--- src/icl_pkg.sv ---
// shared types and constants for the inode cache locator
// no dependencies
package icl_pkg;

    localparam int INO_W    = 32;
    localparam int GIDX_W   = 6;
    localparam int BLK_W    = 32;
    localparam int STAT_W   = 3;
    localparam int SLOTO_W  = 5;
    localparam int CNT_W    = 16;
    localparam int LBA_W    = 32;
    localparam int OFF_W    = 9;
    localparam int IPG_W    = 17;
    localparam int ISZ_W    = 11;
    localparam int BSL_W    = 3;
    localparam int CIDX_W   = 2;
    localparam int CDAT_W   = 32;
    localparam int BPOS_W   = IPG_W + ISZ_W;

    localparam logic [CIDX_W-1:0] REG_IPG = 2'd0;
    localparam logic [CIDX_W-1:0] REG_ISZ = 2'd1;
    localparam logic [CIDX_W-1:0] REG_BSL = 2'd2;
    localparam logic [CIDX_W-1:0] REG_VOL = 2'd3;

    typedef enum logic [STAT_W-1:0] {
        ST_LOADED = 3'd0,
        ST_HIT    = 3'd1,
        ST_MISS   = 3'd2,
        ST_FULL   = 3'd3,
        ST_BAD    = 3'd4
    } t_status;

    typedef enum logic [1:0] {
        OP_LOAD   = 2'd0,
        OP_LOOKUP = 2'd1,
        OP_BAD    = 2'd2
    } t_op;

    typedef struct packed {
        t_op               op;
        logic [INO_W-1:0]  inode;
        logic [GIDX_W-1:0] gidx;
        logic [BLK_W-1:0]  tblk;
    } t_item;

    typedef struct packed {
        logic [IPG_W-1:0] ipg;
        logic [ISZ_W-1:0] isz;
        logic [BSL_W-1:0] bsl;
        logic [LBA_W-1:0] vol;
    } t_cfg;

endpackage

--- src/icl_if.sv ---
// request, result and register-write channels of the inode cache locator
// depends on icl_pkg for field widths
interface icl_in_if;
    logic                       valid;
    logic                       ready;
    logic                       kind;
    logic [icl_pkg::INO_W-1:0]  inode_number;
    logic [icl_pkg::GIDX_W-1:0] group_index;
    logic [icl_pkg::BLK_W-1:0]  table_block;
    modport source (output valid, kind, inode_number, group_index, table_block, input ready);
    modport sink   (input valid, kind, inode_number, group_index, table_block, output ready);
endinterface

interface icl_out_if;
    logic                        valid;
    logic                        ready;
    logic [icl_pkg::STAT_W-1:0]  status;
    logic [icl_pkg::SLOTO_W-1:0] slot;
    logic [icl_pkg::CNT_W-1:0]   use_count;
    logic [icl_pkg::LBA_W-1:0]   sector_lba;
    logic [icl_pkg::OFF_W-1:0]   byte_offset;
    modport source (output valid, status, slot, use_count, sector_lba, byte_offset,
                    input ready);
    modport sink   (input valid, status, slot, use_count, sector_lba, byte_offset,
                    output ready);
endinterface

interface icl_cfg_if;
    logic                       valid;
    logic                       ready;
    logic [icl_pkg::CIDX_W-1:0] index;
    logic [icl_pkg::CDAT_W-1:0] data;
    modport source (output valid, index, data, input ready);
    modport sink   (input valid, index, data, output ready);
endinterface

--- src/inode_cache_locator.sv ---
// Inode cache locator. Group-table loads and requests rejected on entry go from the
// queue head through S_IDLE and S_FIN to the result register. A lookup runs the
// bit-serial divider that splits the inode number into group and index, then the group
// table read, the index times inode size product and the sector sum, then scans one
// slot per cycle through the slot memory read port, and ends with the update. A
// two-entry request queue lets new requests come in while the back end works, and the
// result register holds a finished result while the next item starts. There is no
// clearing pass after reset; slot in-use bits reset at once and the group table is
// undefined until loaded.
// Register writes are taken every cycle and must only happen while the block is idle.
// top level: register file, front end and back end; depends on icl_pkg, icl_if
module inode_cache_locator #(
    parameter int SLOTS  = 32,
    parameter int GROUPS = 64
) (
    input  logic      i_clk,
    input  logic      i_rst_n,
    icl_in_if.sink    i_in,
    icl_cfg_if.sink   i_cfg,
    icl_out_if.source o_out
);
    import icl_pkg::*;

    t_cfg  r_cfg;
    t_item q_item;
    logic  q_vld;
    logic  q_pop;

    // register writes always land at once
    assign i_cfg.ready = 1'b1;

    always_ff @(posedge i_clk) begin
        if (!i_rst_n) begin
            r_cfg.ipg <= IPG_W'(2048);
            r_cfg.isz <= ISZ_W'(256);
            r_cfg.bsl <= '0;
            r_cfg.vol <= '0;
        end else if (i_cfg.valid) begin
            unique case (i_cfg.index)
                REG_IPG: r_cfg.ipg <= i_cfg.data[IPG_W-1:0];
                REG_ISZ: r_cfg.isz <= i_cfg.data[ISZ_W-1:0];
                REG_BSL: r_cfg.bsl <= i_cfg.data[BSL_W-1:0];
                REG_VOL: r_cfg.vol <= i_cfg.data[LBA_W-1:0];
                default: begin
                end
            endcase
        end
    end

    // classify and queue incoming requests
    icl_front #(.GROUPS(GROUPS)) u_front (
        .i_clk      (i_clk),
        .i_rst_n    (i_rst_n),
        .i_in       (i_in),
        .i_cfg      (r_cfg),
        .o_item     (q_item),
        .o_item_vld (q_vld),
        .i_item_pop (q_pop)
    );

    // execute one request at a time
    icl_back #(.SLOTS(SLOTS), .GROUPS(GROUPS)) u_back (
        .i_clk      (i_clk),
        .i_rst_n    (i_rst_n),
        .i_item     (q_item),
        .i_item_vld (q_vld),
        .o_item_pop (q_pop),
        .i_cfg      (r_cfg),
        .o_out      (o_out)
    );
endmodule

--- src/icl_front.sv ---
// front end: takes requests, classifies them and holds them in a two-entry queue
// depends on icl_pkg and icl_if
module icl_front #(
    parameter int GROUPS = 64
) (
    input  logic            i_clk,
    input  logic            i_rst_n,
    icl_in_if.sink          i_in,
    input  icl_pkg::t_cfg   i_cfg,
    output icl_pkg::t_item  o_item,
    output logic            o_item_vld,
    input  logic            i_item_pop
);
    import icl_pkg::*;

    t_item      r_q [2];
    logic       r_wp, r_rp;
    logic [1:0] r_cnt;
    t_item      cls;
    logic       push, pop;

    always_comb begin
        cls.inode = i_in.inode_number;
        cls.gidx  = i_in.group_index;
        cls.tblk  = i_in.table_block;
        if (i_in.kind) begin
            cls.op = (i_in.inode_number == '0 || i_cfg.ipg == '0) ? OP_BAD : OP_LOOKUP;
        end else begin
            cls.op = (32'(i_in.group_index) >= 32'(GROUPS)) ? OP_BAD : OP_LOAD;
        end
    end

    assign i_in.ready = (r_cnt != 2'd2);
    assign push       = i_in.valid && i_in.ready;
    assign pop        = i_item_pop && (r_cnt != 2'd0);
    assign o_item     = r_q[r_rp];
    assign o_item_vld = (r_cnt != 2'd0);

    always_ff @(posedge i_clk) begin
        if (push) begin
            r_q[r_wp] <= cls;
        end
    end

    always_ff @(posedge i_clk) begin
        if (!i_rst_n) begin
            r_wp  <= 1'b0;
            r_rp  <= 1'b0;
            r_cnt <= 2'd0;
        end else begin
            if (push) r_wp <= ~r_wp;
            if (pop)  r_rp <= ~r_rp;
            r_cnt <= r_cnt + 2'(push) - 2'(pop);
        end
    end
endmodule

--- src/icl_back.sv ---
// back end: divider, group table, address arithmetic, slot scan and result register
// depends on icl_pkg and icl_if
module icl_back #(
    parameter int SLOTS  = 32,
    parameter int GROUPS = 64
) (
    input  logic            i_clk,
    input  logic            i_rst_n,
    input  icl_pkg::t_item  i_item,
    input  logic            i_item_vld,
    output logic            o_item_pop,
    input  icl_pkg::t_cfg   i_cfg,
    icl_out_if.source       o_out
);
    import icl_pkg::*;

    localparam int SLOT_W = (SLOTS > 1) ? $clog2(SLOTS) : 1;
    localparam int GRP_W  = (GROUPS > 1) ? $clog2(GROUPS) : 1;

    typedef enum logic [8:0] {
        S_IDLE = 9'b000000001,
        S_DIV  = 9'b000000010,
        S_GRD  = 9'b000000100,
        S_MUL  = 9'b000001000,
        S_ADD  = 9'b000010000,
        S_SCAN = 9'b000100000,
        S_UPD  = 9'b001000000,
        S_FIN  = 9'b010000000,
        S_CHK  = 9'b100000000
    } t_state;

    t_state r_state;

    logic [BLK_W-1:0] gmem [GROUPS];
    logic [INO_W-1:0] ino_mem [SLOTS];
    logic [CNT_W-1:0] cnt_mem [SLOTS];
    logic [SLOTS-1:0] r_used;

    logic [INO_W-1:0]  r_ino;
    logic [INO_W-1:0]  r_dvd;
    logic [IPG_W-1:0]  r_rem;
    logic [4:0]        r_step;
    logic [BLK_W-1:0]  r_gdata;
    logic [LBA_W-1:0]  r_gsh;
    logic [BPOS_W-1:0] r_bpos;
    logic [SLOT_W:0]   r_rd_addr, r_cmp_idx;
    logic              r_cmp_vld;
    logic [INO_W-1:0]  r_ino_q;
    logic [CNT_W-1:0]  r_cnt_q;
    logic [SLOT_W-1:0] r_free;
    logic              r_free_vld;

    t_status           r_status;
    logic [SLOT_W-1:0] r_slot;
    logic [CNT_W-1:0]  r_count;
    logic [LBA_W-1:0]  r_lba;
    logic [OFF_W-1:0]  r_off;

    logic              r_out_vld;
    t_status           r_o_status;
    logic [SLOT_W-1:0] r_o_slot;
    logic [CNT_W-1:0]  r_o_count;
    logic [LBA_W-1:0]  r_o_lba;
    logic [OFF_W-1:0]  r_o_off;

    logic [IPG_W:0]    rem_sh;
    logic              rem_ge;
    logic [SLOT_W-1:0] cmp_i;
    logic              hit_now;
    logic              free_nxt_vld;
    logic [SLOT_W-1:0] free_nxt;
    logic [CNT_W-1:0]  cnt_inc;
    logic [GRP_W-1:0]  gw_addr, gr_addr;
    logic              out_free;

    // one quotient bit a cycle
    assign rem_sh = {r_rem, r_dvd[INO_W-1]};
    assign rem_ge = rem_sh >= {1'b0, i_cfg.ipg};

    assign cmp_i        = r_cmp_idx[SLOT_W-1:0];
    assign hit_now      = r_cmp_vld && r_used[cmp_i] && (r_ino_q == r_ino);
    assign free_nxt_vld = r_free_vld || (r_cmp_vld && !r_used[cmp_i]);
    assign free_nxt     = (r_cmp_vld && !r_used[cmp_i]) ? cmp_i : r_free;
    assign cnt_inc      = (r_cnt_q == '1) ? r_cnt_q : r_cnt_q + 1'b1;

    assign gw_addr  = GRP_W'(32'(i_item.gidx));
    assign gr_addr  = GRP_W'(r_dvd);
    assign out_free = !r_out_vld || o_out.ready;

    assign o_item_pop = (r_state == S_IDLE) && i_item_vld;

    // group table: written by loads, read at most once per lookup
    always_ff @(posedge i_clk) begin
        if (o_item_pop && i_item.op == OP_LOAD) begin
            gmem[gw_addr] <= i_item.tblk;
        end
        if (r_state == S_GRD) begin
            r_gdata <= gmem[gr_addr];
        end
    end

    // slot memories: one read a cycle during the scan, at most one write at update
    always_ff @(posedge i_clk) begin
        if (r_state == S_SCAN && r_rd_addr < (SLOT_W+1)'(SLOTS)) begin
            r_ino_q <= ino_mem[r_rd_addr[SLOT_W-1:0]];
            r_cnt_q <= cnt_mem[r_rd_addr[SLOT_W-1:0]];
        end
        if (r_state == S_UPD) begin
            if (r_status == ST_HIT) begin
                cnt_mem[r_slot] <= r_count;
            end else if (r_status == ST_MISS) begin
                cnt_mem[r_slot] <= CNT_W'(1);
                ino_mem[r_slot] <= r_ino;
            end
        end
    end

    // datapath registers
    always_ff @(posedge i_clk) begin
        unique case (r_state)
            S_IDLE: begin
                r_ino   <= i_item.inode;
                r_dvd   <= i_item.inode - 1'b1;
                r_rem   <= '0;
                r_slot  <= '0;
                r_count <= '0;
                r_lba   <= '0;
                r_off   <= '0;
                unique case (i_item.op)
                    OP_LOAD:   r_status <= ST_LOADED;
                    OP_LOOKUP: r_status <= ST_MISS;
                    default:   r_status <= ST_BAD;
                endcase
            end
            S_DIV: begin
                r_dvd <= {r_dvd[INO_W-2:0], rem_ge};
                r_rem <= rem_ge ? IPG_W'(rem_sh - {1'b0, i_cfg.ipg}) : rem_sh[IPG_W-1:0];
            end
            S_CHK: begin
                if (r_dvd >= 32'(GROUPS)) r_status <= ST_BAD;
            end
            S_GRD: begin
            end
            S_MUL: begin
                r_bpos <= BPOS_W'(r_rem) * BPOS_W'(i_cfg.isz);
                r_gsh  <= LBA_W'({r_gdata, 1'b0} << i_cfg.bsl);
            end
            S_ADD: begin
                r_lba      <= i_cfg.vol + r_gsh + LBA_W'(r_bpos >> OFF_W);
                r_off      <= r_bpos[OFF_W-1:0];
                r_rd_addr  <= '0;
                r_cmp_vld  <= 1'b0;
                r_free_vld <= 1'b0;
            end
            S_SCAN: begin
                r_cmp_idx  <= r_rd_addr;
                r_cmp_vld  <= r_rd_addr < (SLOT_W+1)'(SLOTS);
                r_rd_addr  <= r_rd_addr + 1'b1;
                r_free     <= free_nxt;
                r_free_vld <= free_nxt_vld;
                if (hit_now) begin
                    r_status <= ST_HIT;
                    r_slot   <= cmp_i;
                    r_count  <= cnt_inc;
                end else if (r_cmp_vld && r_cmp_idx == (SLOT_W+1)'(SLOTS-1)) begin
                    if (free_nxt_vld) begin
                        r_status <= ST_MISS;
                        r_slot   <= free_nxt;
                        r_count  <= CNT_W'(1);
                    end else begin
                        r_status <= ST_FULL;
                        r_lba    <= '0;
                        r_off    <= '0;
                    end
                end
            end
            S_UPD: begin
            end
            S_FIN: begin
            end
            default: begin
            end
        endcase
    end

    // sequencer and in-use bits
    always_ff @(posedge i_clk) begin
        if (!i_rst_n) begin
            r_state <= S_IDLE;
            r_step  <= '0;
            r_used  <= '0;
        end else begin
            unique case (r_state)
                S_IDLE: begin
                    if (i_item_vld) begin
                        r_step  <= '0;
                        r_state <= (i_item.op == OP_LOOKUP) ? S_DIV : S_FIN;
                    end
                end
                S_DIV: begin
                    r_step <= r_step + 1'b1;
                    if (r_step == '1) r_state <= S_CHK;
                end
                S_CHK: begin
                    r_state <= (r_dvd >= 32'(GROUPS)) ? S_FIN : S_GRD;
                end
                S_GRD:  r_state <= S_MUL;
                S_MUL:  r_state <= S_ADD;
                S_ADD:  r_state <= S_SCAN;
                S_SCAN: begin
                    if (hit_now || (r_cmp_vld && r_cmp_idx == (SLOT_W+1)'(SLOTS-1))) begin
                        r_state <= S_UPD;
                    end
                end
                S_UPD: begin
                    if (r_status == ST_MISS) r_used[r_slot] <= 1'b1;
                    r_state <= S_FIN;
                end
                S_FIN: begin
                    if (out_free) r_state <= S_IDLE;
                end
                default: r_state <= S_IDLE;
            endcase
        end
    end

    // result register
    always_ff @(posedge i_clk) begin
        if (!i_rst_n) begin
            r_out_vld <= 1'b0;
        end else if (r_state == S_FIN && out_free) begin
            r_out_vld <= 1'b1;
        end else if (o_out.ready) begin
            r_out_vld <= 1'b0;
        end
    end

    always_ff @(posedge i_clk) begin
        if (r_state == S_FIN && out_free) begin
            r_o_status <= r_status;
            r_o_slot   <= r_slot;
            r_o_count  <= r_count;
            r_o_lba    <= r_lba;
            r_o_off    <= r_off;
        end
    end

    assign o_out.valid       = r_out_vld;
    assign o_out.status      = r_o_status;
    assign o_out.slot        = SLOTO_W'(r_o_slot);
    assign o_out.use_count   = r_o_count;
    assign o_out.sector_lba  = r_o_lba;
    assign o_out.byte_offset = r_o_off;
endmodule
--- src/flat_wrapper.sv ---
// flat-port wrapper written by rule: the top's interface ports become plain ports
module inode_cache_locator_flat import icl_pkg::*;
#(
    parameter int SLOTS  = 32,
    parameter int GROUPS = 64
)
  (i_clk, i_rst_n, i_in_valid, i_in_kind, i_in_inode_number, i_in_group_index, i_in_table_block, i_in_ready, i_cfg_valid, i_cfg_index, i_cfg_data, i_cfg_ready, o_out_valid, o_out_status, o_out_slot, o_out_use_count, o_out_sector_lba, o_out_byte_offset, o_out_ready);
  icl_in_if i_in_i ();
  icl_cfg_if i_cfg_i ();
  icl_out_if o_out_i ();
  input  logic i_clk;
  input  logic i_rst_n;
  input wire logic [$bits(i_in_i.valid)-1:0] i_in_valid;
  input wire logic [$bits(i_in_i.kind)-1:0] i_in_kind;
  input wire logic [$bits(i_in_i.inode_number)-1:0] i_in_inode_number;
  input wire logic [$bits(i_in_i.group_index)-1:0] i_in_group_index;
  input wire logic [$bits(i_in_i.table_block)-1:0] i_in_table_block;
  output wire logic [$bits(i_in_i.ready)-1:0] i_in_ready;
  input wire logic [$bits(i_cfg_i.valid)-1:0] i_cfg_valid;
  input wire logic [$bits(i_cfg_i.index)-1:0] i_cfg_index;
  input wire logic [$bits(i_cfg_i.data)-1:0] i_cfg_data;
  output wire logic [$bits(i_cfg_i.ready)-1:0] i_cfg_ready;
  output wire logic [$bits(o_out_i.valid)-1:0] o_out_valid;
  output wire logic [$bits(o_out_i.status)-1:0] o_out_status;
  output wire logic [$bits(o_out_i.slot)-1:0] o_out_slot;
  output wire logic [$bits(o_out_i.use_count)-1:0] o_out_use_count;
  output wire logic [$bits(o_out_i.sector_lba)-1:0] o_out_sector_lba;
  output wire logic [$bits(o_out_i.byte_offset)-1:0] o_out_byte_offset;
  input wire logic [$bits(o_out_i.ready)-1:0] o_out_ready;
  assign i_in_i.valid = i_in_valid;
  assign i_in_i.kind = i_in_kind;
  assign i_in_i.inode_number = i_in_inode_number;
  assign i_in_i.group_index = i_in_group_index;
  assign i_in_i.table_block = i_in_table_block;
  assign i_in_ready = i_in_i.ready;
  assign i_cfg_i.valid = i_cfg_valid;
  assign i_cfg_i.index = i_cfg_index;
  assign i_cfg_i.data = i_cfg_data;
  assign i_cfg_ready = i_cfg_i.ready;
  assign o_out_valid = o_out_i.valid;
  assign o_out_status = o_out_i.status;
  assign o_out_slot = o_out_i.slot;
  assign o_out_use_count = o_out_i.use_count;
  assign o_out_sector_lba = o_out_i.sector_lba;
  assign o_out_byte_offset = o_out_i.byte_offset;
  assign o_out_i.ready = o_out_ready;
  inode_cache_locator #(.SLOTS(SLOTS), .GROUPS(GROUPS)) u_core (.i_clk(i_clk), .i_rst_n(i_rst_n), .i_in(i_in_i), .i_cfg(i_cfg_i), .o_out(o_out_i));
endmodule
--- config.mk ---
export PLATFORM = sky130hd
export DESIGN_NAME = inode_cache_locator_flat
export DESIGN_NICKNAME = d
export VERILOG_FILES = /design/src/icl_pkg.sv /design/src/icl_if.sv /design/src/inode_cache_locator.sv /design/src/icl_front.sv /design/src/icl_back.sv /design/src/flat_wrapper.sv
export SDC_FILE = /design/constraint.sdc
export NUM_CORES = 2
export LEC_CHECK = 0
export BUFFER_PORTS_ARGS = -buffer_cell sky130_fd_sc_hd__clkbuf_2
export CORE_MARGIN = 5
export CORE_UTILIZATION = 53
export DETAILED_ROUTE_END_ITERATION = 16
export PLACE_DENSITY_LB_ADDON = 0.1
export SLEW_MARGIN = 20
export SYNTH_ARGS = -nofsm -noshare
export SYNTH_HDL_FRONTEND = slang
export SYNTH_SLANG_ARGS = --single-unit
--- constraint.sdc ---
create_clock -name i_clk -period 16.45 [get_ports i_clk]
set_clock_uncertainty 0.2 [all_clocks]
set_input_delay 2.4675 -clock i_clk [delete_from_list [all_inputs] [get_ports i_clk]]
set_output_delay 2.4675 -clock i_clk [all_outputs]
set_load 0.02 [all_outputs]
Yosys cells after proc, flatten, opt, wreduce, memory -nomap -nowiden
Memory sizes are Yosys's and may differ from the RTL's. A register that Yosys moved wholly into a read port is not among the register bits.
Cells that the tools add are included.
{"block": "totals", "register_bits": 404, "ramBits": 3728, "input_bits": 110, "elab_cells": 185, "n_memories": 4}
{"memory": "u_core.u_back.gmem", "words": 64, "word_bits": 32, "read_ports": 1, "rd_ports_with_merged_regs": 1, "wr": 1, "line_no": "icl_back.sv:34", "text": "logic [BLK_W-1:0] gmem [GROUPS];"}
{"memory": "u_core.u_back.ino_mem", "words": 32, "word_bits": 32, "read_ports": 1, "rd_ports_with_merged_regs": 1, "wr": 1, "line_no": "icl_back.sv:35", "text": "logic [INO_W-1:0] ino_mem [SLOTS];"}
{"memory": "u_core.u_back.cnt_mem", "words": 32, "word_bits": 16, "read_ports": 1, "rd_ports_with_merged_regs": 1, "wr": 1, "line_no": "icl_back.sv:36", "text": "logic [CNT_W-1:0] cnt_mem [SLOTS];"}
{"memory": "u_core.u_front.r_q", "words": 2, "word_bits": 72, "read_ports": 1, "rd_ports_with_merged_regs": 1, "wr": 1, "line_no": "icl_front.sv:16", "text": "t_item r_q [2];"}
{"block": "op_classes", "n_addsub": 9, "mul": 1, "order_cmp": 6, "eq_ne": 30, "shifts": 1, "muxes": 61, "bitwise": 4, "n_reduce_logical": 38}
{"cell": "32-bit two-way mux", "count": 3}
{"cell": "32-bit one-hot mux with 3 select lines", "count": 1}
{"cell": "9-bit one-hot mux with 9 select lines", "count": 1}
{"cell": "16-bit two-way mux", "count": 5}
{"cell": "32-bit one-hot mux with 2 select lines", "count": 1}
{"cell": "9-bit two-way mux", "count": 7}
{"cell": "17-bit one-hot mux with 2 select lines", "count": 1}
{"cell": "33-bit by 3-bit left shift with 32-bit output", "count": 1}
{"cell": "32-bit by 19-bit adder with 32-bit output", "count": 1}
{"cell": "32-bit adder", "count": 1}
{"cell": "32-bit == test", "count": 1}
{"cell": "32-bit by 7-bit greater-or-equal comparator with 1-bit output, second input constant", "count": 1}
{"cell": "32-bit logical NOT", "count": 1}
{"cell": "32-bit OR", "count": 1}
{"cell": "16-bit one-hot mux with 2 select lines", "count": 1}
{"cell": "32-bit by 1-bit subtractor with 32-bit output, second input constant", "count": 1}
{"cell": "17-bit by 11-bit multiplier with 28-bit output", "count": 1}
{"cell": "9-bit one-hot mux with 3 select lines", "count": 1}
{"cell": "5-bit two-way mux", "count": 5}
{"cell": "5-bit one-hot mux with 2 select lines", "count": 2}
{"cell": "18-bit by 17-bit greater-or-equal comparator with 1-bit output", "count": 1}
{"cell": "1-bit two-way mux", "count": 18}
{"cell": "17-bit logical NOT", "count": 1}
{"cell": "17-bit two-way mux", "count": 1}
{"cell": "other kinds (49)", "count": 92}

Longest topological paths before layout
{"block": "logic_depth", "depth_word": 9, "mapped_depth": 22}

By module
A second synthesis with hierarchy kept.
{"block": "hier_totals", "cells_unflattened": 7792, "area_unflattened_um2": 166724.9}
{"mod": "icl_back", "instances": 1, "cells_per_inst": 7278, "area_each_um2": 158744.7, "seq_area_each_um2": 117692.9}
{"mod": "icl_front", "instances": 1, "cells_per_inst": 266, "area_each_um2": 5527.8, "seq_area_each_um2": 4424.2}
{"mod": "inode_cache_locator", "instances": 1, "cells_per_inst": 248, "area_each_um2": 2452.4, "seq_area_each_um2": 1261.2}

Least setup slack after synthesis
Ideal clock, no wire load.
{"block": "synth_timing", "path_type": "input to register", "startpoint": "input i_in_valid", "endpoint": "memory u_core.u_front.r_q[0][0] (netlist name) (enable)", "setup_time_ps": 502, "t_arrival_ps": 5543, "required_ps": 15748, "slack_ps": 10205, "path_stages": 2, "path_cell_list": "nand2_1 -> nor2_1"}
{"block": "synth_between", "elab_chain_len": 3}
{"item": "start: declaration", "line_no": "flat_wrapper.sv:13", "text": "input wire logic [$bits(i_in_i.valid)-1:0] i_in_valid;"}
{"item": "1-bit logical AND", "line_no": "icl_front.sv:34", "text": "assign push = i_in.valid && i_in.ready;"}
{"item": "1-bit two-way mux", "line_no": "icl_front.sv:40", "text": "if (push) begin"}
{"item": "1-bit two-way mux (implied by the code)", "line_no": "icl_front.sv:41", "text": "r_q[r_wp] <= cls;"}
{"item": "end: declaration", "line_no": "icl_front.sv:16"}
No other way between the ends.

Worst setup path in the final report
{"block": "layout_timing", "startpoint": "register u_core.u_back.r_rem[6]", "endpoint": "register u_core.u_back.r_bpos[25], data pin"}
{"block": "layout_between", "elab_chain_len": 1}
{"item": "start: declaration", "line_no": "icl_back.sv:41", "text": "logic [IPG_W-1:0] r_rem;"}
{"item": "start signal: assignment", "line_no": "icl_back.sv:137", "text": "r_rem <= rem_ge ? IPG_W'(rem_sh - {1'b0, i_cfg.ipg}) : rem_sh[IPG_W-1:0];"}
{"item": "17-bit by 11-bit multiplier with 28-bit output", "line_no": "icl_back.sv:145", "text": "r_bpos <= BPOS_W'(r_rem) * BPOS_W'(i_cfg.isz);"}
{"item": "end signal: assignment", "line_no": "icl_back.sv:145"}
{"item": "end: declaration", "line_no": "icl_back.sv:45", "text": "logic [BPOS_W-1:0] r_bpos;"}
No other way between the ends.
A chain may end at the register's enable or synchronous reset.

==> results.json <==
{
  "synth_top_area_share_pct": 72.6,
  "fp.dieH_um": 571,
  "rows": 205,
  "timing.final.crit_share_pct": 40.0,
  "ys_top_cells_by_area": "edfxtp_1, mux4_2, fa_1, dfxtp_1, ha_1",
  "startpoint_type": "flip-flop",
  "ys_ff_latch": 4145,
  "port_buffers": 175,
  "tightest_slew_ps": 1100,
  "grt_max_degree": 138,
  "max_stage_delay_ps": 810,
  "design_area_um2": 188000,
  "clk_path_buf_depth": 4,
  "drc_errors": 0,
  "path_clk_slew_ps": 60,
  "cts.htree.levels": 5,
  "reg2reg_slack_ps": 9870,
  "ant_nets": 0,
  "cts_setup_buffers": 0,
  "synth_area_um2": 167000,
  "fmax_ghz": 0.152,
  "final_nets": 8731,
  "avgSynthCellArea_um2": 21.2,
  "critPathRequiredTime_ps": 16940,
  "place_congestion": 0.875,
  "ys_warn_count": 0,
  "hold_path.startpoint": "u_core.u_back.r_off[8]",
  "clk_latency_ps": 950,
  "r2r_cells": 19,
  "holdWs_ps": 196,
  "cts_resized": 0,
  "status": "finished clean",
  "yosys_most_used_dff": "edfxtp_1",
  "dp_hpwl_um": 224000,
  "vdd.ir_drop.worst_mv": 0.145,
  "grt.overflow.total": 0,
  "min_to": "u_core.u_back.o_out.byte_offset[8]",
  "wirelength_um": 407000,
  "cts_hold_buf": 0,
  "layout-drive-gt1-share_pct": 28.5,
  "grt_usage_pct": 25.0,
  "die_x_um": 571,
  "setup_violations": 0,
  "numCtsBuffers": 419,
  "path_cells": "nand2_1, fa_1, inv_1, fa_1, fa_1, fa_1, inv_1, fa_1, inv_1, ha_1, a21oi_1, a21oi_1, a2111o_1, o22ai_1, o21ai_0, a2111oi_0, o21bai_1, a21oi_1, xnor2_1",
  "power_mw": 28.5,
  "routedWlPerCell_um": 31.7,
  "slowest_stage": "edfxtp_1",
  "coreArea_um2": 312000,
  "yosysTopAreaCell": "edfxtp_1",
  "dieArea_um2": 326000,
  "cts_root_buf": "clkbuf_16",
  "crit_fanout": 13,
  "initial_core_util_pct": 53.3,
  "p_leak_nw": 60.3,
  "syn-num-nets": 8270,
  "area_growth_pct": 12.7,
  "antenna_found_initial": 22,
  "end_kind": "flip-flop",
  "r2r_start": "u_core.u_back.r_rem[6]",
  "vias": 79400,
  "slew_headroom_pct": 26.9,
  "maxCapViolations": 0,
  "cpMostUsedCell": "fa_1",
  "cts.sinks": 4145,
  "cts_tree": "done",
  "hold_depth": 0,
  "grt_pass1_wl_um": 583000,
  "crit_arrival_ps": 7080,
  "async_flop_share_pct": 0,
  "viasPerCell": 6.18,
  "ios": 178,
  "postPlaceCellArea_um2": 174000,
  "hold_violations": 0,
  "yosysSeqAreaShare_pct": 74.0,
  "rsz0062_at_grt": "false",
  "drtIter0Drc": 8478,
  "yosys.cell_types.count": 80,
  "path_class": "reg -> reg",
  "r2r-end": "u_core.u_back.r_bpos[25]",
  "power_density_nw_per_um2": 152,
  "syn-instance-count": 7873,
  "slew_viol_final": 0,
  "firstDrtPassIters": 5,
  "layout_min_cycle_time_ps": 6580,
  "tns_ps": 0,
  "min_path_type": "reg -> reg",
  "synth_edf_count": 4030,
  "grt_pass1_vias": 80900
}
==> critical path, delay by kind of cell (launching register included) <==
family	cells	cell delay, ps
DFF	1	810
adders and majority gates	6	2850
AOI/OAI and AO/OA	8	2050
buffers and inverters	3	150
xor gates and xnor gates	1	80
and+or+nand+nor	1	180
==> layer usage <==
layer  GRT usage, %  vias to the layer above  wire length [µm]
met1           34.6                    42700            162000
met3           3.13                      687             24900
li1               -                    33100                 -
met2           41.6                     2898            203000
met4           9.00                        4             16500
met5              0                        -                27
==> Yosys cell counts (all sizes together) (9+ instances only) <==
| master | n |
|---|---|
| a21boi | 67 |
| nor3 | 35 |
| ha | 133 |
| edfxtp | 4030 |
| or2 | 11 |
| xnor2 | 89 |
| o21ai | 57 |
| or3 | 9 |
| nand2b | 20 |
| buf | 95 |
| o21bai | 15 |
| mux2 | 122 |
| nor2 | 302 |
| a21o | 26 |
| inv | 220 |
| o21a | 45 |
| nor2b | 30 |
| nor4 | 30 |
| xor2 | 51 |
| clkbuf | 277 |
| and2 | 119 |
| nand4 | 20 |
| nand3 | 46 |
| nor3b | 9 |
| a21oi | 100 |
| fa | 154 |
| a211oi | 13 |
| mux4 | 1154 |
| mux2i | 54 |
| nand2 | 339 |
| dfxtp | 115 |
==> stage by stage <==
stage | util, % | cells | setup WS, ps
after global placement | 55.7 | 12100 | 9970
after floorplan | - | 7873 | 10210
after detailed placement | 55.7 | 12100 | 9900
after CTS | 60.0 | 12800 | 9910
after global routing | 60.1 | 12800 | 9510
final | 60.1 | 12800 | 9870
==> worst max-delay path by stage <==
stage | from | endpoint | slack (ps) | cells after the start
final | u_core.u_back.r_rem[6] | u_core.u_back.r_bpos[25] | 9870 | 19
after global routing | u_core.r_cfg[37] | u_core.u_back.r_bpos[25] | 9510 | 19
after CTS | u_core.u_back.r_rem[6] | u_core.u_back.r_bpos[25] | 9910 | 19
after detailed placement | u_core.u_back.r_rem[6] | u_core.u_back.r_bpos[25] | 9900 | 19
after global placement | u_core.u_back.r_rem[6] | u_core.u_back.r_bpos[25] | 9970 | 19
after floorplan | i_in_valid | u_core.u_front.r_q[0][0] | 10210 | 2
==> where the power goes <==
part | switching, mW | leakage [nW] | internal, mW
Sequential | 0.524 | 37.5 | 12.9
Combinational | 3.50 | 16.1 | 2.23
Clock | 3.98 | 6.63 | 5.37
Total | 8.00 | 60.3 | 20.5
==> final cells by class <==
cell class	instances	area [µm²]
Tap cell	4140	5180
Timing Repair Buffer	412	2760
Sequential cell	4145	123000
Fill cell	22100	125000
Clock buffer	511	11000
Antenna cell	13	32.5
Inverter	222	833
Multi-Input combinational cell	3134	42000
Clock inverter	262	2640
==> cell families (layout without fill, tap and decap cells) <==
family | count (synthesis) | in the layout | share of synthesized area, %
xor gates and xnor gates | 140 | 140 | 0.736
buffers and inverters | 594 | 1407 | 1.37
AOI/OAI and AO/OA | 379 | 379 | 1.50
muxes | 1330 | 1330 | 16.8
adders and majority gates | 287 | 287 | 2.85
and+or+nand+nor | 997 | 997 | 2.78
DFF | 4145 | 4145 | 74.0
other | 1 | 14 | 0.00225
==> flip-flops by register name, indices dropped and copies added (netlist names), 63 cells and up, named ones only <==
signal and count:
u_core.u_back.gmem 1984, u_core.u_back.ino_mem 1024, u_core.u_back.cnt_mem 512, u_core.u_front.r_q 142
u_core.r_cfg 63
==> placed cells by master, fill, tap and decap left out, types with 44 or more instances in the layout <==
| master | count |
|---|---|
| a21boi_0 | 67 |
| a21oi_1 | 99 |
| and2_1 | 118 |
| buf_4 | 229 |
| clkbuf_1 | 82 |
| clkbuf_16 | 422 |
| clkbuf_2 | 174 |
| clkinv_1 | 94 |
| clkinv_2 | 89 |
| dfxtp_1 | 111 |
| edfxtp_1 | 4030 |
| fa_1 | 154 |
| ha_1 | 133 |
| inv_1 | 219 |
| mux2_2 | 121 |
| mux2i_1 | 54 |
| mux4_2 | 1154 |
| nand2_1 | 337 |
| nand3_1 | 44 |
| nor2_1 | 172 |
| nor2_4 | 98 |
| o21a_1 | 45 |
| o21ai_0 | 54 |
| xnor2_1 | 89 |
| xor2_1 | 51 |
Note: power is estimated with default switching activity, not from simulation.
